$ cat config.mk
export PLATFORM = sky130hd
export DESIGN_NAME = fdo_update
export DESIGN_NICKNAME = d
export VERILOG_FILES = /design/src/fdo_pkg.sv /design/src/fdo_update.sv
export VERILOG_INCLUDE_DIRS = /design/src /design/src/src
export SDC_FILE = /design/constraint.sdc
export NUM_CORES = 1
export LEC_CHECK = 0
export BUFFER_PORTS_ARGS = -buffer_cell sky130_fd_sc_hd__buf_4
export CAP_MARGIN = 20
export CORE_UTILIZATION = 45
export DETAILED_ROUTE_END_ITERATION = 16
export HOLD_SLACK_MARGIN = 0.12
export PLACE_DENSITY = 0.6
export SYNTH_ARGS = -nofsm -noshare
export SYNTH_HDL_FRONTEND = slang
export SYNTH_SLANG_ARGS = --single-unit
export TNS_END_PERCENT = 1
$ cat constraint.sdc
create_clock -name clock -period 12.31 [get_ports clock]
set_input_delay 0 -clock clock [delete_from_list [all_inputs] [get_ports clock]]
set_output_delay 0 -clock clock [all_outputs]
set_load 0.01 [all_outputs]
$ cat src/feedback_delay_oversampled_core_assert.svh
// Assertion macros shared by the comb filter modules.
`ifndef FEEDBACK_DELAY_OVERSAMPLED_CORE_ASSERT_SVH
`define FEEDBACK_DELAY_OVERSAMPLED_CORE_ASSERT_SVH

// The consequent must hold in the same cycle as the antecedent.
`define FDO_ASSERT_IMPLY(label, clk, rst, ante, cons) \
   label: assert property (@(posedge clk) disable iff (rst) (ante) |-> (cons)) \
      else $error("same-cycle implication violated");

// The consequent must hold in the cycle after the antecedent.
`define FDO_ASSERT_NEXT(label, clk, rst, ante, cons) \
   label: assert property (@(posedge clk) disable iff (rst) (ante) |=> (cons)) \
      else $error("next-cycle implication violated");

`endif

$ cat src/fdo_pkg.sv
package fdo_pkg;

   localparam int DELAY_DEPTH = 8192;
   localparam int ADDR_W      = $clog2(DELAY_DEPTH);
   localparam int LEN_W       = ADDR_W + 1;
   localparam int SAMPLE_W    = 24;
   localparam int FB_W        = 16;
   localparam int OG_W        = 17;
   localparam int SHIFT_W     = 3;
   localparam int CNT_W       = 7;
   localparam int CSR_IDX_W   = 2;
   localparam int CSR_W       = 17;
   localparam int SUM_W       = SAMPLE_W + 1;
   localparam int PROD_W      = SUM_W + OG_W;
   localparam int ACC_W       = PROD_W + 8;

   localparam logic signed [ACC_W-1:0] SAMPLE_MAX = ACC_W'(8388607);
   localparam logic signed [ACC_W-1:0] SAMPLE_MIN = -ACC_W'(8388608);
   localparam logic signed [ACC_W-1:0] ACC_ONE    = ACC_W'(1);

   typedef logic signed [SAMPLE_W-1:0] sample_type;

   typedef enum logic [CSR_IDX_W-1:0] {
      CSR_DELAY_LENGTH     = 2'd0,
      CSR_FEEDBACK_GAIN    = 2'd1,
      CSR_OUTPUT_GAIN      = 2'd2,
      CSR_OVERSAMPLE_SHIFT = 2'd3
   } csr_index_type;

   typedef struct packed {
      logic [LEN_W-1:0]   len;
      logic [FB_W-1:0]    fb_gain;
      logic [OG_W-1:0]    out_gain;
      logic [SHIFT_W-1:0] shift;
   } cfg_type;

   typedef struct packed {
      logic              valid;
      logic [ADDR_W-1:0] addr;
      logic              last;
   } tick_type;

   typedef struct packed {
      logic                    valid;
      logic                    last;
      logic signed [SUM_W-1:0] sum;
   } mix_beat_type;

   function automatic sample_type sat_sample(input logic signed [ACC_W-1:0] v);
      sample_type r;
      if (v > SAMPLE_MAX) begin
         r = SAMPLE_MAX[SAMPLE_W-1:0];
      end else if (v < SAMPLE_MIN) begin
         r = SAMPLE_MIN[SAMPLE_W-1:0];
      end else begin
         r = v[SAMPLE_W-1:0];
      end
      return r;
   endfunction

endpackage

$ cat src/fdo_update.sv
`include "feedback_delay_oversampled_core_assert.svh"

module fdo_update (
   input  logic                        clock,
   input  logic                        reset,
   input  fdo_pkg::tick_type           issue,
   input  fdo_pkg::sample_type         rd_data,
   input  fdo_pkg::sample_type         x,
   input  logic [fdo_pkg::FB_W-1:0]    fb_gain,
   output logic                        wr_en,
   output logic [fdo_pkg::ADDR_W-1:0]  wr_addr,
   output fdo_pkg::sample_type         wr_data,
   output fdo_pkg::mix_beat_type       beat_ff
);
   import fdo_pkg::*;

   localparam int FBP_W = SAMPLE_W + FB_W + 1;

   logic               fwd_valid_ff;
   logic [ADDR_W-1:0]  fwd_addr_ff;
   sample_type         fwd_data_ff;
   logic [LEN_W-1:0]   fill_ff;
   sample_type         d;
   logic signed [FBP_W-1:0] fb_prod;
   logic signed [FBP_W-1:0] fb_round;
   logic signed [SUM_W-1:0] fb_term;
   logic signed [SUM_W:0]   new_wide;
   sample_type         new_val;
   logic signed [SUM_W-1:0] sum;

   // Entries are written in a prefix that grows from address zero, so the
   // fill count tells which entries still hold their cleared value.
   always_comb begin
      priority if (fwd_valid_ff && (fwd_addr_ff == issue.addr)) begin
         d = fwd_data_ff;
      end else if (LEN_W'(issue.addr) < fill_ff) begin
         d = rd_data;
      end else begin
         d = '0;
      end
      fb_prod  = FBP_W'(d) * FBP_W'($signed({1'b0, fb_gain}));
      fb_round = fb_prod + FBP_W'(32768);
      fb_term  = SUM_W'(fb_round >>> 16);
      new_wide = (SUM_W + 1)'(x) + (SUM_W + 1)'(fb_term);
      new_val  = sat_sample(ACC_W'(new_wide));
      sum      = SUM_W'(x) + SUM_W'(d);
   end

   assign wr_en   = issue.valid;
   assign wr_addr = issue.addr;
   assign wr_data = new_val;

   always_ff @(posedge clock) begin
      if (reset) begin
         fwd_valid_ff  <= 1'b0;
         fill_ff       <= '0;
         beat_ff.valid <= 1'b0;
      end else begin
         fwd_valid_ff  <= issue.valid;
         fwd_addr_ff   <= issue.addr;
         fwd_data_ff   <= new_val;
         beat_ff.valid <= issue.valid;
         beat_ff.last  <= issue.last;
         beat_ff.sum   <= sum;
         if (issue.valid && (LEN_W'(issue.addr) == fill_ff)) begin
            fill_ff <= fill_ff + LEN_W'(1);
         end
      end
   end

   `FDO_ASSERT_IMPLY(a_fill_prefix, clock, reset, issue.valid, LEN_W'(issue.addr) <= fill_ff)
   `FDO_ASSERT_IMPLY(a_fill_bound, clock, reset, 1'b1, fill_ff <= LEN_W'(DELAY_DEPTH))
endmodule

==> out/qor.txt <==
CP max stage cell = fa_1
Routed Antenna Nets = 0
Place WS = 0.654 ns
Worst r2r path cells = 43
Max Fclk = 0.0848 GHz
Hold Crit Endpoint = beat_ff[2]
Detailed router's first-iteration violation count = 968
CP Max Fanout = 26
Final Hold Viols = 0
Max capacitance violation total = 0
Via-per-instance ratio = 5.21
Number of port buffers = 145
Core Footprint = 44,200 sq um
Initial core utilization = 45.7%
CTS sink cnt = 78
Synthesized instance count = 2,177
Distinct cells, synth = 76
Layout Cells excl Fill = 2,902
Flop2flop setup slack = 0.84 ns
Via count = 15,100
Worst-Skew Late Latency = 0.34 ns
Setup TNS = 0 ns
Critical path class = register to output pin
DRC = 0
Gpl congestion = 0.912
Mapped Nets = 2,819
Worst-path clk slew = 0.06 ns
1st-pass router iterations = 6
Placed insts = 2,864
Seq/Total Area, Yosys = 10.8%
Crit path buf inv count = 9
Slew @ Worst Pin = 1.08 ns
Number of global-route vias before repair = 16,100
Setup ws final = 0.514 ns
Clock buffer count from CTS = 9
Cell Rows = 77
CTS tree = done
GRT Total Usage = 24.6%
Fin nets = 2,945
Final setup fails = 0
Status = finished clean
Routed len/inst = 18.9 microns
Netlist Area Pre-Place = 20,200 sq um
Die area = 45,800 sq um
Final Util = 50.9%
Dpl hpwl = 46,100 microns
CP top delay family = compound AO/OA/AOI/OAI gates
Unrepaired setup endpoints after global routing = no
Critical Path AT = 11.80 ns
First-pass GRT wire length = 87,700 microns
Max-slew headroom = 26.8%
Asr flop ratio synth = 0%
Most frequent CP cell = fa_1
Worst hold start = x[2]
Max Clock Skew = 0.0119 ns
Initial antenna violation count = 1
Fillers = 4,191
EDFF count, synth = 63
GRT Residual Overflow = 0
Clock Tree Buf Depth = 2
Largest net degree at the start of global routing = 37
CP max stage delay = 0.55 ns
Max Slew Vio Count = 0
CP Capture Type = output pin
DIE WIDTH = 214 microns
R2R Path End = fwd_data_ff[20]
Hold Path Stages = 3
Part of the cycle the worst path needs = 95.8%
Reg-to-reg startpoint = fill_ff[4]
Synth Area per Inst = 9.29 sq um
Crit path launch type = register
Root Buffer = clkbuf_16
DIE HEIGHT = 214 microns
Top_reg_cell synth = edfxtp_1
Ys Warns = 0
Worst endpoint required time = 12.31 ns
DRT Wirelength = 54,900 microns
HP Class = input port to register
Area grow syn2layout = 11.3%
Fin crit period = 11.80 ns
Num ports = 146
Htree depth = 3
Synthesis-stage register bit count = 78
Fraction of final layout cells sized beyond drive strength 1 = 10.7%
==> cell families after synthesis <==
family | synth area share [%]
flops | 10.8
fa+ha+maj | 48.8
xor+xnor | 4.03
simple gates | 15.3
buf+inv | 11.8
mux | 0.167
compound gates | 9.12
==> state kept, by name, indices dropped and copies added, names as in the netlist <==
signal and cells:
fwd_valid_ff 1, beat_ff 26, fill_ff 14, fwd_addr_ff 13, fwd_data_ff 24
==> cell usage in the layout, fill, tap and decap left out, types with 20 or more instances in the layout <==
master / instances
a22o_1: 24
a21oi_1: 47
and2_1: 235
nor2_1: 60
nand2_1: 184
inv_1: 526
o21ai_0: 30
buf_4: 179
xor2_1: 22
a21o_1: 24
edfxtp_1: 63
xnor2_1: 71
o22ai_2: 20
nor3_1: 20
ha_1: 183
fa_1: 378
==> what timing repair did <==
item	CTS	global route
setup endpoints to repair	0	25
hold buffers	19	0
endpoints found under the hold margin	31	0
buffers inserted	0	1
gates resized for setup	0	7
==> worst reg2reg max path: cells and delay by family, from the launching register on <==
kind / cells / cell delay [ns]
AO/OA/AOI/OAI: 19 / 5.16
adder cells (fa/ha/maj): 9 / 3.53
buffers and inverters: 8 / 1.08
AND/OR/NAND/NOR: 6 / 1.04
flip-flops: 1 / 0.35
XOR/XNOR: 1 / 0.09
==> cells in the mapped netlist (6+ instances only) <==
cell      instances  area [sq um]
clkbuf_1         61           229
a31oi_1           7          43.8
dfxtp_1          15           300
o21bai_1          6          45.0
inv_1           527          1980
and2_1          235          1470
a22o_1           24           210
xor2_1           22           193
fa_1            378          7570
and3_1           13          81.3
o21ai_0          30           150
or2_2             6          37.5
nor2b_1          11          68.8
ha_1            183          2290
edfxtp_1         63          1890
a21o_1           24           180
xnor2_1          71           622
a211oi_1          6          45.0
a21oi_1          47           235
nand4_1          12          75.1
o21a_1           10          75.1
nor2_1           60           225
nand3_1          19          95.1
nor3_1           20           100
nor4_1            6          37.5
buf_4            16           120
o22ai_2          20           250
nand2b_1         12          75.1
nand2_1         184           691
==> area by class of cell <==
cell class / count / area (sq um) / area share (%)
multi-input cells: 1487 / 15700 / 69.8
flip-flops and latches: 78 / 2190 / 9.75
inverters: 527 / 1980 / 8.80
repair buffers: 200 / 1570 / 6.96
well taps: 592 / 741 / 3.29
clock buffers: 9 / 225 / 1.00
clock inverters: 7 / 88.8 / 0.395
diodes: 2 / 5.00 / 0.0223
==> per-stage QoR <==
| step | hold WS [ns] | area, sq um |
|---|---|---|
| finish | 0.185 | 22500 |
| global route | 0.174 | 22500 |
| CTS | 0.177 | 22400 |
| detailed placement | 0.181 | 21900 |
| global placement | 0.178 | 21900 |
| floorplan | 0.0716 | 20200 |
==> worst max path at each step <==
stage	startpoint	to	slack, ns	depth (start not counted)
3_5_place_dp	fill_ff[4]	fwd_data_ff[1]	0.65	40
6_report	fill_ff[4]	wr_data[20]	0.51	44
5_1_grt	fill_ff[4]	wr_data[20]	0.06	44
2_1_floorplan	fill_ff[4]	fwd_data_ff[20]	1.39	41
4_1_cts	fill_ff[4]	wr_data[1]	0.29	41
3_3_place_gp	fwd_addr_ff[5]	fwd_data_ff[0]	0.86	39
==> per-layer routing <==
layer	vias to the layer above	share of wire, %	track usage (%)
li1	6944	-	-
met1	7702	42	32.0
met2	387	51	43.4
met3	73	4.6	2.54
met4	0	2.6	6.62
met5	-	0	0
Power is left out: the tool's default activity adds up to more than one toggle a clock period on the data nets, which glitch-free logic cannot reach.
