[config.mk]
export PLATFORM = sky130hd
export DESIGN_NAME = fdo_mix_flat
export DESIGN_NICKNAME = d
export VERILOG_FILES = /design/src/fdo_pkg.sv /design/src/fdo_channels.sv /design/src/fdo_mix.sv /design/src/flat_wrapper.sv
export VERILOG_INCLUDE_DIRS = /design/src /design/src/src
export SDC_FILE = /design/constraint.sdc
export NUM_CORES = 2
export LEC_CHECK = 0
export ABC_AREA = 0
export ABC_CLOCK_PERIOD_IN_PS = 22200
export BUFFER_PORTS_ARGS = -buffer_cell sky130_fd_sc_hd__buf_4
export CORE_ASPECT_RATIO = 1.5
export CORE_UTILIZATION = 34
export CTS_BUF_LIST = sky130_fd_sc_hd__clkbuf_8
export CTS_CLUSTER_SIZE = 25
export DETAILED_ROUTE_END_ITERATION = 16
export GPL_TIMING_DRIVEN = 0
export PLACE_DENSITY = 0.57
export SLEW_MARGIN = 20
export SYNTH_ARGS = -nofsm -noshare
export SYNTH_HDL_FRONTEND = slang
export SYNTH_SLANG_ARGS = --single-unit
[constraint.sdc]
create_clock -name clock -period 22.2 [get_ports clock]
set_input_delay 4.44 -clock clock [delete_from_list [all_inputs] [get_ports clock]]
set_output_delay 4.44 -clock clock [all_outputs]
set_load 0.05 [all_outputs]
[src/feedback_delay_oversampled_core_assert.svh]
// Assertion macros shared by the comb filter modules.
`ifndef FEEDBACK_DELAY_OVERSAMPLED_CORE_ASSERT_SVH
`define FEEDBACK_DELAY_OVERSAMPLED_CORE_ASSERT_SVH

// The consequent must hold in the same cycle as the antecedent.
`define FDO_ASSERT_IMPLY(label, clk, rst, ante, cons) \
   label: assert property (@(posedge clk) disable iff (rst) (ante) |-> (cons)) \
      else $error("same-cycle implication violated");

// The consequent must hold in the cycle after the antecedent.
`define FDO_ASSERT_NEXT(label, clk, rst, ante, cons) \
   label: assert property (@(posedge clk) disable iff (rst) (ante) |=> (cons)) \
      else $error("next-cycle implication violated");

`endif

[src/fdo_pkg.sv]
package fdo_pkg;

   localparam int DELAY_DEPTH = 8192;
   localparam int ADDR_W      = $clog2(DELAY_DEPTH);
   localparam int LEN_W       = ADDR_W + 1;
   localparam int SAMPLE_W    = 24;
   localparam int FB_W        = 16;
   localparam int OG_W        = 17;
   localparam int SHIFT_W     = 3;
   localparam int CNT_W       = 7;
   localparam int CSR_IDX_W   = 2;
   localparam int CSR_W       = 17;
   localparam int SUM_W       = SAMPLE_W + 1;
   localparam int PROD_W      = SUM_W + OG_W;
   localparam int ACC_W       = PROD_W + 8;

   localparam logic signed [ACC_W-1:0] SAMPLE_MAX = ACC_W'(8388607);
   localparam logic signed [ACC_W-1:0] SAMPLE_MIN = -ACC_W'(8388608);
   localparam logic signed [ACC_W-1:0] ACC_ONE    = ACC_W'(1);

   typedef logic signed [SAMPLE_W-1:0] sample_type;

   typedef enum logic [CSR_IDX_W-1:0] {
      CSR_DELAY_LENGTH     = 2'd0,
      CSR_FEEDBACK_GAIN    = 2'd1,
      CSR_OUTPUT_GAIN      = 2'd2,
      CSR_OVERSAMPLE_SHIFT = 2'd3
   } csr_index_type;

   typedef struct packed {
      logic [LEN_W-1:0]   len;
      logic [FB_W-1:0]    fb_gain;
      logic [OG_W-1:0]    out_gain;
      logic [SHIFT_W-1:0] shift;
   } cfg_type;

   typedef struct packed {
      logic              valid;
      logic [ADDR_W-1:0] addr;
      logic              last;
   } tick_type;

   typedef struct packed {
      logic                    valid;
      logic                    last;
      logic signed [SUM_W-1:0] sum;
   } mix_beat_type;

   function automatic sample_type sat_sample(input logic signed [ACC_W-1:0] v);
      sample_type r;
      if (v > SAMPLE_MAX) begin
         r = SAMPLE_MAX[SAMPLE_W-1:0];
      end else if (v < SAMPLE_MIN) begin
         r = SAMPLE_MIN[SAMPLE_W-1:0];
      end else begin
         r = v[SAMPLE_W-1:0];
      end
      return r;
   endfunction

endpackage

[src/fdo_channels.sv]


interface fdo_rsp_if;
   logic                valid;
   logic                ready;
   fdo_pkg::sample_type sample_out;

   modport source (output valid, output sample_out, input ready);
   modport sink (input valid, input sample_out, output ready);
endinterface

[src/fdo_mix.sv]
`include "feedback_delay_oversampled_core_assert.svh"

module fdo_mix (
   input  logic                        clock,
   input  logic                        reset,
   input  fdo_pkg::mix_beat_type       beat,
   input  logic [fdo_pkg::OG_W-1:0]    out_gain,
   input  logic [fdo_pkg::SHIFT_W-1:0] shift,
   fdo_rsp_if.source                   rsp_ch,
   output logic                        done
);
   import fdo_pkg::*;

   logic                     prod_valid_ff;
   logic                     prod_last_ff;
   logic signed [PROD_W-1:0] prod_ff;
   logic signed [ACC_W-1:0]  acc_ff;
   logic                     fin_ff;
   logic                     out_valid_ff;
   sample_type               out_data_ff;
   logic signed [ACC_W-1:0]  acc_round;
   logic signed [ACC_W-1:0]  acc_scaled;
   sample_type               y;
   logic                     load;

   // Round half up, then divide by both the Q1.16 gain scale and the
   // oversample factor in one arithmetic shift.
   always_comb begin
      acc_round  = acc_ff + (ACC_ONE << (5'd15 + 5'(shift)));
      acc_scaled = acc_round >>> (5'd16 + 5'(shift));
      y          = sat_sample(acc_scaled);
      load       = fin_ff && (!out_valid_ff || rsp_ch.ready);
   end

   assign done              = load;
   assign rsp_ch.valid      = out_valid_ff;
   assign rsp_ch.sample_out = out_data_ff;

   always_ff @(posedge clock) begin
      if (reset) begin
         prod_valid_ff <= 1'b0;
         acc_ff        <= '0;
         fin_ff        <= 1'b0;
         out_valid_ff  <= 1'b0;
      end else begin
         prod_valid_ff <= beat.valid;
         prod_last_ff  <= beat.last;
         prod_ff       <= PROD_W'(beat.sum) * PROD_W'($signed({1'b0, out_gain}));
         if (load) begin
            acc_ff       <= '0;
            fin_ff       <= 1'b0;
            out_valid_ff <= 1'b1;
            out_data_ff  <= y;
         end else begin
            if (rsp_ch.ready) begin
               out_valid_ff <= 1'b0;
            end
            if (prod_valid_ff) begin
               acc_ff <= acc_ff + ACC_W'(prod_ff);
               if (prod_last_ff) begin
                  fin_ff <= 1'b1;
               end
            end
         end
      end
   end

   `FDO_ASSERT_IMPLY(a_no_beat_while_pending, clock, reset, fin_ff, !prod_valid_ff)
   `FDO_ASSERT_NEXT(a_load_shows_result, clock, reset, load, rsp_ch.valid)
endmodule

[src/flat_wrapper.sv]
// flat-port wrapper written by rule: the top's interface ports become plain ports
module fdo_mix_flat import fdo_pkg::*;
  (clock, reset, beat, out_gain, shift, done, rsp_ch_valid, rsp_ch_sample_out, rsp_ch_ready);
  fdo_rsp_if rsp_ch_i ();
  input  logic clock;
  input  logic reset;
  input  fdo_pkg::mix_beat_type beat;
  input  logic [fdo_pkg::OG_W-1:0] out_gain;
  input  logic [fdo_pkg::SHIFT_W-1:0] shift;
  output logic done;
  output wire logic [$bits(rsp_ch_i.valid)-1:0] rsp_ch_valid;
  output wire logic [$bits(rsp_ch_i.sample_out)-1:0] rsp_ch_sample_out;
  input wire logic [$bits(rsp_ch_i.ready)-1:0] rsp_ch_ready;
  assign rsp_ch_valid = rsp_ch_i.valid;
  assign rsp_ch_sample_out = rsp_ch_i.sample_out;
  assign rsp_ch_i.ready = rsp_ch_ready;
  fdo_mix u_core (.clock(clock), .reset(reset), .beat(beat), .out_gain(out_gain), .shift(shift), .rsp_ch(rsp_ch_i), .done(done));
endmodule
==> impl_metrics.csv <==
group,metric,value,unit
floorplan,ios,76,
worst_setup_path,cp_max_fo,10,
place,port-buffer-count,65,
clock_tree,ctsLongestPathBuffers,2,
detailed_routing,routed_wl,70.4,mm
sta,period_share,0.542,
detailed_routing,drt_iter0_drc,848,
place,dpl.cell_count,3873,
synthesis,yosys_warnings,0,
worst_setup_path,r2r_start,"u_core.acc_ff[21]",
place,dpl_cell_area,0.0267,mm²
global_routing,grt_pass1_wl,113,mm
floorplan,dieArea,0.0745,mm²
detailed_routing,vias_per_cell,4.99,
finish,fill_cells,7527,
sta,setup_viol,0,
worst_setup_path,timing.setup.critical_path_class,"primary input to flip-flop",
synthesis,yosysSeqAreaShare,0.123,
sta,tightest_slew,0.964,ns
detailed_routing,ant_nets,0,
sta,slew_headroom,0.358,
clock_tree,post_cts_buffers,0,
sta,rsz0062_at_grt,"false",
synthesis,synth_simple_gate_area_frac,0.162,
floorplan,initial_core_util,0.344,
synthesis,synthMuxAreaShare,0.0416,
sta,maxSlewViolCount,0,
floorplan,die_w,223,µm
sta,hold_viol_final,0,
sta,fin_hold_ws,0.470,ns
clock_tree,cts_buffers,17,
finish,instances_no_fill,3906,
finish,regArea,0.00307,mm²
worst_setup_path,cp_slowest_cell,"clkbuf_1",
synthesis,synth_flop_cell,"edfxtp_1",
synthesis,synth-compound-area-share,0.107,
floorplan,core_area,0.0725,mm²
synthesis,syn_area_per_cell,8.68,µm²
global_routing,grt_pass1_vias,21100,
worst_setup_path,slowest_delay,0.76,ns
status,outcome,"complete, no violations",
synthesis,synth-async-reset-ratio,0,
detailed_routing,vias,19500,
hold_path,hp-start,"u_core.fin_ff",
synthesis,synth_top_family_by_area,"adder cells",
detailed_routing,routedWlPerCell,18.0,µm
global_routing,grt_max_degree,38,
global_routing,overflow,0,
clock_tree,path_clk_slew,0.08,ns
place,dp_hpwl,60.2,mm
worst_setup_path,cp-startpoint,"out_gain[9]",
sta,clock_skew,0.0131,ns
finish,area_growth_syn_to_layout,8.38,%
sta,fmax,83.2,MHz
floorplan,fp-row-count,121,
global_routing,track_usage,0.196,
clock_tree,cts_hold_buf,0,
global_routing,antenna_found_initial,1,
clock_tree,root_buffer,"clkbuf_8",
worst_setup_path,cp-start-kind,"primary input",
finish,layout-drive-gt1-share,0.0489,
hold_path,hold_class,"flip-flop to flip-flop",
finish,multiInputGateArea,0.0194,mm²
detailed_routing,drc,0,
finish,final_cell_area,0.0270,mm²
clock_tree,htree_levels,4,
synthesis,yosys_register_bits,120,
detailed_routing,firstDrtPassIters,5,
clock_tree,cts_tree,"done",
synthesis,synth_xor_area_frac,0.0411,
synthesis,synth_edf_count,67,
worst_setup_path,end_kind,"flip-flop",
worst_setup_path,crit_arrival,12.27,ns
clock_tree,clock_latency,0.49,ns
sta,min_period,12.02,ns
synthesis,synth_adder_area_share,0.422,
worst_setup_path,crit_required,22.44,ns
floorplan,die_h,334,µm
place,gp_congestion,0.937,
clock_tree,postCtsResizedCells,0,
clock_tree,cts.sinks,120,
synthesis,syn_inst,2874,
synthesis,synth.distinct_cells,73,
job,cap_violations,0,
worst_setup_path,critPathMostFrequentCell,"fa_1",
finish,nNetsFinal,3615,
synthesis,synthesis.area,0.0249,mm²
sta,tns,0,ns
cell usage in the layout (no fill, tap or decap), types with 77 or more instances in the layout:
master	n
o21ai_0	77
clkbuf_1	102
a21oi_1	118
fa_1	412
nor2_1	148
xnor2_1	78
and2_1	160
ha_1	183
nand2_1	393
inv_1	553
registers in the layout, summed over array words and instances (netlist names):
name	flops
u_core.prod_ff	42
u_core.rsp_ch.sample_out	24
u_core.fin_ff	1
u_core.prod_last_ff	1
u_core.acc_ff	50
u_core.rsp_ch.valid	1
u_core.prod_valid_ff	1
kinds of logic after synthesis:
logic type | after synthesis
XOR/XNOR | 117
multiplexers | 87
adder cells (fa/ha/maj) | 595
flip-flops | 120
AND/OR/NAND/NOR | 868
other | 1
AO/OA/AOI/OAI | 413
buffers and inverters | 673
cell type report:
type                            count  area share
Multi-Input combinational cell   2092       0.716
Sequential cell                   120       0.114
Inverter                          554      0.0769
Tap cell                          922      0.0427
Timing Repair Buffer               66      0.0188
Buffer                            119      0.0179
Clock buffer                       17     0.00865
Clock inverter                     15     0.00528
Antenna cell                        1   0.0000926
cell usage after synthesis, types with 4 or more instances:
master	number	area [µm²]
mux2_2	4	45.0
fa_1	412	8250
nor3_1	28	140
o211ai_1	9	67.6
nand3b_1	5	37.5
inv_1	554	2080
nand2_1	393	1480
a21boi_0	9	67.6
o21a_1	15	113
a21o_1	49	368
nor2_1	149	559
a21oi_1	118	591
xor2_1	39	342
or2_2	6	37.5
or3_1	5	31.3
buf_2	5	25.0
nand4_1	17	106
buf_1	8	30.0
edfxtp_1	67	2010
o31ai_1	11	82.6
and3_1	15	93.8
o21ai_1	22	110
a211oi_1	22	165
a221oi_1	6	52.6
xnor2_1	78	683
mux2i_1	70	701
nand3_1	39	195
a31oi_1	19	119
mux4_2	13	293
o21bai_1	11	82.6
and2_1	160	1000
o2111ai_1	4	35.0
dfxtp_1	53	1060
clkbuf_1	102	383
nand2b_1	16	100
buf_6	4	45.0
o21ai_0	77	385
ha_1	183	2290
nor2b_1	19	119
through the flow:
stage,setup WS (ns),utilization
detailed placement,9.71,0.368
global route,9.87,0.373
floorplan,11.44,-
finish,10.18,0.373
CTS,10.24,0.373
global placement,9.67,0.367
path summary, 6_finish.rpt:
kind                                                      to  slack, ns  cells after the start
worst max-delay path                      u_core.prod_ff[40]      10.18                     26
worst min-delay path                     u_core.rsp_ch.valid       0.47                      2
worst max register to register  u_core.rsp_ch.sample_out[22]      16.76                     16
worst min register to register           u_core.rsp_ch.valid       0.47                      2
routing by layer:
layer,global-route usage,part of all wire
met3,0.0151,0.027
met4,0.110,0.055
met1,0.208,0.38
met5,0,0
met2,0.379,0.54
critical path: cells and delay by family:
| kind | cells | cell delay [ns] |
|---|---|---|
| compound gates | 9 | 1.93 |
| simple gates | 4 | 0.66 |
| fa+ha+maj | 7 | 3.63 |
| xor+xnor | 1 | 0.14 |
| buf+inv | 5 | 1.45 |
Power is left out: the tool's default activity adds up to more than one toggle a clock period on the data nets, which glitch-free logic cannot reach.
