--- src/feedback_delay_oversampled_core_assert.svh ---
// Assertion macros shared by the comb filter modules.
`ifndef FEEDBACK_DELAY_OVERSAMPLED_CORE_ASSERT_SVH
`define FEEDBACK_DELAY_OVERSAMPLED_CORE_ASSERT_SVH

// The consequent must hold in the same cycle as the antecedent.
`define FDO_ASSERT_IMPLY(label, clk, rst, ante, cons) \
   label: assert property (@(posedge clk) disable iff (rst) (ante) |-> (cons)) \
      else $error("same-cycle implication violated");

// The consequent must hold in the cycle after the antecedent.
`define FDO_ASSERT_NEXT(label, clk, rst, ante, cons) \
   label: assert property (@(posedge clk) disable iff (rst) (ante) |=> (cons)) \
      else $error("next-cycle implication violated");

`endif

--- src/fdo_pkg.sv ---
package fdo_pkg;

   localparam int DELAY_DEPTH = 8192;
   localparam int ADDR_W      = $clog2(DELAY_DEPTH);
   localparam int LEN_W       = ADDR_W + 1;
   localparam int SAMPLE_W    = 24;
   localparam int FB_W        = 16;
   localparam int OG_W        = 17;
   localparam int SHIFT_W     = 3;
   localparam int CNT_W       = 7;
   localparam int CSR_IDX_W   = 2;
   localparam int CSR_W       = 17;
   localparam int SUM_W       = SAMPLE_W + 1;
   localparam int PROD_W      = SUM_W + OG_W;
   localparam int ACC_W       = PROD_W + 8;

   localparam logic signed [ACC_W-1:0] SAMPLE_MAX = ACC_W'(8388607);
   localparam logic signed [ACC_W-1:0] SAMPLE_MIN = -ACC_W'(8388608);
   localparam logic signed [ACC_W-1:0] ACC_ONE    = ACC_W'(1);

   typedef logic signed [SAMPLE_W-1:0] sample_type;

   typedef enum logic [CSR_IDX_W-1:0] {
      CSR_DELAY_LENGTH     = 2'd0,
      CSR_FEEDBACK_GAIN    = 2'd1,
      CSR_OUTPUT_GAIN      = 2'd2,
      CSR_OVERSAMPLE_SHIFT = 2'd3
   } csr_index_type;

   typedef struct packed {
      logic [LEN_W-1:0]   len;
      logic [FB_W-1:0]    fb_gain;
      logic [OG_W-1:0]    out_gain;
      logic [SHIFT_W-1:0] shift;
   } cfg_type;

   typedef struct packed {
      logic              valid;
      logic [ADDR_W-1:0] addr;
      logic              last;
   } tick_type;

   typedef struct packed {
      logic                    valid;
      logic                    last;
      logic signed [SUM_W-1:0] sum;
   } mix_beat_type;

   function automatic sample_type sat_sample(input logic signed [ACC_W-1:0] v);
      sample_type r;
      if (v > SAMPLE_MAX) begin
         r = SAMPLE_MAX[SAMPLE_W-1:0];
      end else if (v < SAMPLE_MIN) begin
         r = SAMPLE_MIN[SAMPLE_W-1:0];
      end else begin
         r = v[SAMPLE_W-1:0];
      end
      return r;
   endfunction

endpackage

--- src/fdo_channels.sv ---
interface fdo_req_if;
   logic                valid;
   logic                ready;
   fdo_pkg::sample_type sample_in;

   modport source (output valid, output sample_in, input ready);
   modport sink (input valid, input sample_in, output ready);
endinterface


--- src/fdo_sequencer.sv ---
`include "feedback_delay_oversampled_core_assert.svh"

module fdo_sequencer (
   input  logic                        clock,
   input  logic                        reset,
   fdo_req_if.sink                     req_ch,
   input  fdo_pkg::cfg_type            cfg,
   input  logic                        mix_done,
   output fdo_pkg::tick_type           issue_ff,
   output fdo_pkg::sample_type         x_ff,
   output logic                        rd_en,
   output logic [fdo_pkg::ADDR_W-1:0]  rd_addr
);
   import fdo_pkg::*;

   typedef enum logic [1:0] {ST_IDLE, ST_RUN, ST_WAIT} state_type;

   state_type         state_ff;
   logic [ADDR_W-1:0] ptr_ff;
   logic [CNT_W-1:0]  cnt_ff;
   logic [ADDR_W-1:0] ptr_start;
   logic [ADDR_W-1:0] ptr_in;
   logic [CNT_W-1:0]  cnt_max;
   logic              last_tick;

   always_comb begin
      ptr_start = (LEN_W'(ptr_ff) >= cfg.len) ? '0 : ptr_ff;
      ptr_in    = (LEN_W'(ptr_ff) + LEN_W'(1) >= cfg.len) ? '0 : ptr_ff + ADDR_W'(1);
      cnt_max   = ~({CNT_W{1'b1}} << cfg.shift);
      last_tick = (cnt_ff == cnt_max);
   end

   assign req_ch.ready = (state_ff == ST_IDLE);
   assign rd_en        = (state_ff == ST_RUN);
   assign rd_addr      = ptr_ff;

   always_ff @(posedge clock) begin
      if (reset) begin
         state_ff       <= ST_IDLE;
         ptr_ff         <= '0;
         cnt_ff         <= '0;
         issue_ff.valid <= 1'b0;
      end else begin
         issue_ff.valid <= 1'b0;
         unique case (state_ff)
            ST_IDLE: begin
               if (req_ch.valid) begin
                  x_ff     <= req_ch.sample_in;
                  ptr_ff   <= ptr_start;
                  cnt_ff   <= '0;
                  state_ff <= ST_RUN;
               end
            end
            ST_RUN: begin
               issue_ff.valid <= 1'b1;
               issue_ff.addr  <= ptr_ff;
               issue_ff.last  <= last_tick;
               ptr_ff         <= ptr_in;
               cnt_ff         <= cnt_ff + CNT_W'(1);
               if (last_tick) begin
                  state_ff <= ST_WAIT;
               end
            end
            ST_WAIT: begin
               if (mix_done) begin
                  state_ff <= ST_IDLE;
               end
            end
            default: begin
               state_ff <= ST_IDLE;
            end
         endcase
      end
   end

   `FDO_ASSERT_IMPLY(a_ptr_in_range, clock, reset, state_ff == ST_RUN, LEN_W'(ptr_ff) < cfg.len)
   `FDO_ASSERT_NEXT(a_accept_runs, clock, reset, req_ch.valid && req_ch.ready, state_ff == ST_RUN)
endmodule

--- src/flat_wrapper.sv ---
// flat-port wrapper written by rule: the top's interface ports become plain ports
module fdo_sequencer_flat import fdo_pkg::*;
  (clock, reset, cfg, mix_done, issue_ff, x_ff, rd_en, rd_addr, req_ch_valid, req_ch_sample_in, req_ch_ready);
  fdo_req_if req_ch_i ();
  input  logic clock;
  input  logic reset;
  input  fdo_pkg::cfg_type cfg;
  input  logic mix_done;
  output fdo_pkg::tick_type issue_ff;
  output fdo_pkg::sample_type x_ff;
  output logic rd_en;
  output logic [fdo_pkg::ADDR_W-1:0] rd_addr;
  input wire logic [$bits(req_ch_i.valid)-1:0] req_ch_valid;
  input wire logic [$bits(req_ch_i.sample_in)-1:0] req_ch_sample_in;
  output wire logic [$bits(req_ch_i.ready)-1:0] req_ch_ready;
  assign req_ch_i.valid = req_ch_valid;
  assign req_ch_i.sample_in = req_ch_sample_in;
  assign req_ch_ready = req_ch_i.ready;
  fdo_sequencer u_core (.clock(clock), .reset(reset), .req_ch(req_ch_i), .cfg(cfg), .mix_done(mix_done), .issue_ff(issue_ff), .x_ff(x_ff), .rd_en(rd_en), .rd_addr(rd_addr));
endmodule
--- config.mk ---
export PLATFORM = sky130hd
export DESIGN_NAME = fdo_sequencer_flat
export DESIGN_NICKNAME = d
export VERILOG_FILES = /design/src/fdo_pkg.sv /design/src/fdo_channels.sv /design/src/fdo_sequencer.sv /design/src/flat_wrapper.sv
export VERILOG_INCLUDE_DIRS = /design/src /design/src/src
export SDC_FILE = /design/constraint.sdc
export NUM_CORES = 1
export LEC_CHECK = 0
export BUFFER_PORTS_ARGS = -buffer_cell sky130_fd_sc_hd__buf_2
export CAP_MARGIN = 20
export CORE_ASPECT_RATIO = 1.4
export CORE_MARGIN = 3
export CORE_UTILIZATION = 51
export DETAILED_ROUTE_END_ITERATION = 10
export GPL_TIMING_DRIVEN = 0
export PLACE_DENSITY = 0.83
export SLEW_MARGIN = 20
export SYNTH_ARGS = -nofsm -noshare
export SYNTH_HDL_FRONTEND = slang
export SYNTH_SLANG_ARGS = --single-unit
--- constraint.sdc ---
create_clock -name clock -period 4.2 [get_ports clock]
set_input_delay 0.42 -clock clock [delete_from_list [all_inputs] [get_ports clock]]
set_output_delay 0.42 -clock clock [all_outputs]
set_load 0.02 [all_outputs]
==> metrics <==
Req. time, crit path 4.49 ns; Die Ht 96.45 um; Cell Area, Synth 2980 sq um; total clock sinks 61; summed negative setup slack over all endpoints 0 ns; number of different library cells in the post-synthesis netlist 45; number of remaining DRC errors 0; Async S/R FF share, synth 0%; number of standard-cell rows in the floorplan 32; Static Leak 1.769 nW; setup slack on the worst flop-to-flop path 1.45 ns; # H-tree levels 3; routed len/inst 14.75 um; biggest area contributors in the synthesized netlist sky130_fd_sc_hd__edfxtp_1, sky130_fd_sc_hd__dfxtp_1, sky130_fd_sc_hd__ha_1; Total Routing Usage GR between 10% and 20%; net count of the finished layout 484; clock latency on the worst-skew pair 0.35 ns; worst min-delay path category input pin to flop; global route overflow 0; post-CTS clock slew at the launch and capture registers of the worst setup and hold paths ~0.070 ns; boundary pin count around 130; GP Congestion around 0.87; relative slew slack 55.74%; Layout Utilization 67.63%; pin count of the biggest net entering global routing 18; worst clock skew on the final layout 0.006425 ns; layout overhead on the synthesized area 26.28%; R2R depth 12; non-filler cells in the finished layout 450; Root Buffer sky130_fd_sc_hd__clkbuf_8; crit path DAT 3.04 ns; top cell type's share of synthesized area between 30% and 40%; wire length of the first global-routing pass a little over 10000 um; number of vias after detailed routing between 2000 and 2500; library cell with the largest summed area after synthesis sky130_fd_sc_hd__edfxtp_1; number of buffers added on ports 97; minimum period implied by the final worst setup slack 2.751 ns; worst-path fanout max 9; count of mapped cells out of synthesis 268; number of antenna-violating nets in the routed design 0; Final setup viols 0; Setup crit start kind flop; count of yosys warnings during synthesis 0; Hold Path Depth 1; initial antenna violation count 1; part of the Yosys area used for sequential elements 53.74%; first-pass detailed-route iteration total 5; CTS resizes 0; buffers inserted during post-CTS setup optimization 0; final critical-path share of the clock period 65.49%; RSZ-0062 raised after global routing no; transition at the pin with the smallest max-transition slack 0.6579 ns; pre-CTS WS 1.510 ns; antenna diode count 0; PD cells 361.5 nW/um^2; final hold violation count 0; vias per cell around 5.4; startpoint of the most critical hold path req_ch_sample_in[4]; WL final 6637 um; leading register cell type out of synthesis sky130_fd_sc_hd__edfxtp_1; worst hold margin about 0.24 ns; r2r startpoint u_core.rd_addr[2]$_SDFFE_PP0P_; Final Max Slew Viols 0; synthesized area per cell between 10 and 15 sq um; end point of the worst hold path u_core.x_ff[4]$_DFFE_PP_; total of max-cap violations 0; achievable frequency 363.5 MHz; violation count after the first detailed-route iteration 101; multi-input combinational cell area 1284 sq um; capturing element type of the critical path flop; Layout fillers ~440; number of synthesized register bits between 60 and 70; area of the core 5565 sq um; total of hold buffers inserted after clock tree synthesis 0; post-detail-place hpwl 5087 um; outcome complete, no violations; clock tree buffer depth 2; number of global-route vias before repair 2266; clock buffer count from CTS 9; nets in the synthesized netlist 375; area of the die 6810 sq um; clock tree from TritonCTS yes; starting density of the core 53.55%; cell total after placement between 400 and 500; area taken by flip-flops and latches roughly 1600 sq um; ratio of cells with drive above 1 in the final layout 33.77%; count of flip-flops with a built-in enable after synthesis 38; setup slack of the critical path after layout 1.449 ns; worst vdd ir a little under 0.2 mV; class of the most critical setup path flop to flop; r2r endpoint u_core.rd_addr[0]$_SDFFE_PP0P_; Die X-Extent about 71 um
worst max-delay path: stages (launching register included):
cell                       delay [ns]
sky130_fd_sc_hd__dfxtp_1         0.49
sky130_fd_sc_hd__and3_1          0.25
sky130_fd_sc_hd__and4_1          0.32
sky130_fd_sc_hd__nand2_1         0.10
sky130_fd_sc_hd__or2_2           0.30
sky130_fd_sc_hd__nand2_1         0.07
sky130_fd_sc_hd__ha_1            0.24
sky130_fd_sc_hd__a21o_1          0.19
sky130_fd_sc_hd__nand3_1         0.08
sky130_fd_sc_hd__a21oi_1         0.08
sky130_fd_sc_hd__a211o_4         0.33
sky130_fd_sc_hd__clkinv_4        0.10
sky130_fd_sc_hd__mux2_2          0.14
cell usage in the layout, fill, tap and decap left out, types with 2 or more instances in the layout:
cell,synthesis,layout
sky130_fd_sc_hd__nor3_1,2,2
sky130_fd_sc_hd__a22o_1,6,6
sky130_fd_sc_hd__o22ai_1,2,2
sky130_fd_sc_hd__nand2b_1,7,7
sky130_fd_sc_hd__xnor2_1,4,4
sky130_fd_sc_hd__a21oi_1,25,25
sky130_fd_sc_hd__nor2b_1,3,3
sky130_fd_sc_hd__buf_6,1,2
sky130_fd_sc_hd__nor4_1,3,3
sky130_fd_sc_hd__clkinvlp_4,0,3
sky130_fd_sc_hd__or2_2,4,4
sky130_fd_sc_hd__xor2_1,2,2
sky130_fd_sc_hd__or3_1,2,2
sky130_fd_sc_hd__nand2_1,26,26
sky130_fd_sc_hd__nor2_1,16,15
sky130_fd_sc_hd__buf_2,1,98
sky130_fd_sc_hd__inv_1,17,17
sky130_fd_sc_hd__mux2_2,2,2
sky130_fd_sc_hd__clkbuf_8,0,9
sky130_fd_sc_hd__ha_1,29,29
sky130_fd_sc_hd__o21ai_0,8,8
sky130_fd_sc_hd__dfxtp_1,23,23
sky130_fd_sc_hd__nand3_1,10,10
sky130_fd_sc_hd__a21o_1,9,9
sky130_fd_sc_hd__nand4_1,6,6
sky130_fd_sc_hd__clkinv_4,1,2
sky130_fd_sc_hd__and4_1,2,2
sky130_fd_sc_hd__edfxtp_1,38,38
through the flow:
| step | total power [W] | cell area (sq um) |
|---|---|---|
| after global placement | 0.0008469 | 3551 |
| final | 0.001361 | 3764 |
| after global routing | 0.001416 | 3764 |
| after CTS | 0.001368 | 3764 |
| after detailed placement | 0.0008539 | 3565 |
| after floorplan | 0.0007870 | 2980 |
routing by layer:
metal	GRT usage, %	routed length, um	share of wire (%)	up-vias
met3	6.211	487	7.3	19
met2	33.67	3411	51	91
li1	-	-	-	1209
met1	21.52	2533	38	1129
met4	10.97	190	2.9	2
met5	0	13	0.20	-
power by group:
part	internal [W]	leakage [nW]	total, W	switching, W
Clock	0.000275	0.0918	0.000520	0.000245
Sequential	0.000662	0.547	0.000676	0.0000139
Combinational	0.0000629	1.13	0.000165	0.000102
synthesized netlist by cell type, types with 3 or more instances:
cell	n
sky130_fd_sc_hd__a21o_1	9
sky130_fd_sc_hd__a21oi_1	25
sky130_fd_sc_hd__a22o_1	6
sky130_fd_sc_hd__dfxtp_1	23
sky130_fd_sc_hd__edfxtp_1	38
sky130_fd_sc_hd__ha_1	29
sky130_fd_sc_hd__inv_1	17
sky130_fd_sc_hd__nand2_1	26
sky130_fd_sc_hd__nand2b_1	7
sky130_fd_sc_hd__nand3_1	10
sky130_fd_sc_hd__nand4_1	6
sky130_fd_sc_hd__nor2_1	16
sky130_fd_sc_hd__nor2b_1	3
sky130_fd_sc_hd__nor4_1	3
sky130_fd_sc_hd__o21ai_0	8
sky130_fd_sc_hd__or2_2	4
sky130_fd_sc_hd__xnor2_1	4
sequential cells by signal (all words and copies together), names as in the netlist:
register,flops
u_core.x_ff,24
u_core.issue_ff,15
u_core.rd_addr,13
u_core.cnt_ff,7
u_core.state_ff,2
cell families (layout without fill, tap and decap cells):
family | Yosys count | after routing | synth area share [%]
simple gates | 86 | 86 | 14.61
flops | 61 | 61 | 53.74
compound gates | 62 | 62 | 13.69
fa+ha+maj | 29 | 29 | 12.17
xor+xnor | 6 | 6 | 1.763
mux | 2 | 2 | 0.7556
buf+inv | 22 | 136 | 3.274
layout make-up:
class	count	area share [%]
timing repair buffer	98	13.20
clock buffer	9	3.291
buffer	4	0.6649
multi-input combinational	185	34.11
sequential	61	42.55
inverter	18	1.928
clock inverter	7	1.995
tap	68	2.261
worst max path at each step:
stage                              startpoint                               to  slack (ns)
2_1_floorplan  u_core.rd_addr[2]$_SDFFE_PP0P_   u_core.rd_addr[6]$_SDFFE_PP0P_        1.70
3_3_place_gp                            reset         u_core.x_ff[3]$_DFFE_PP_        1.58
3_5_place_dp   u_core.rd_addr[2]$_SDFFE_PP0P_  u_core.rd_addr[11]$_SDFFE_PP0P_        1.51
4_1_cts        u_core.rd_addr[2]$_SDFFE_PP0P_  u_core.rd_addr[11]$_SDFFE_PP0P_        1.49
5_1_grt        u_core.rd_addr[2]$_SDFFE_PP0P_  u_core.rd_addr[11]$_SDFFE_PP0P_        1.31
6_report       u_core.rd_addr[2]$_SDFFE_PP0P_   u_core.rd_addr[0]$_SDFFE_PP0P_        1.45
No activity file was read; power rests on OpenSTA's default activity.
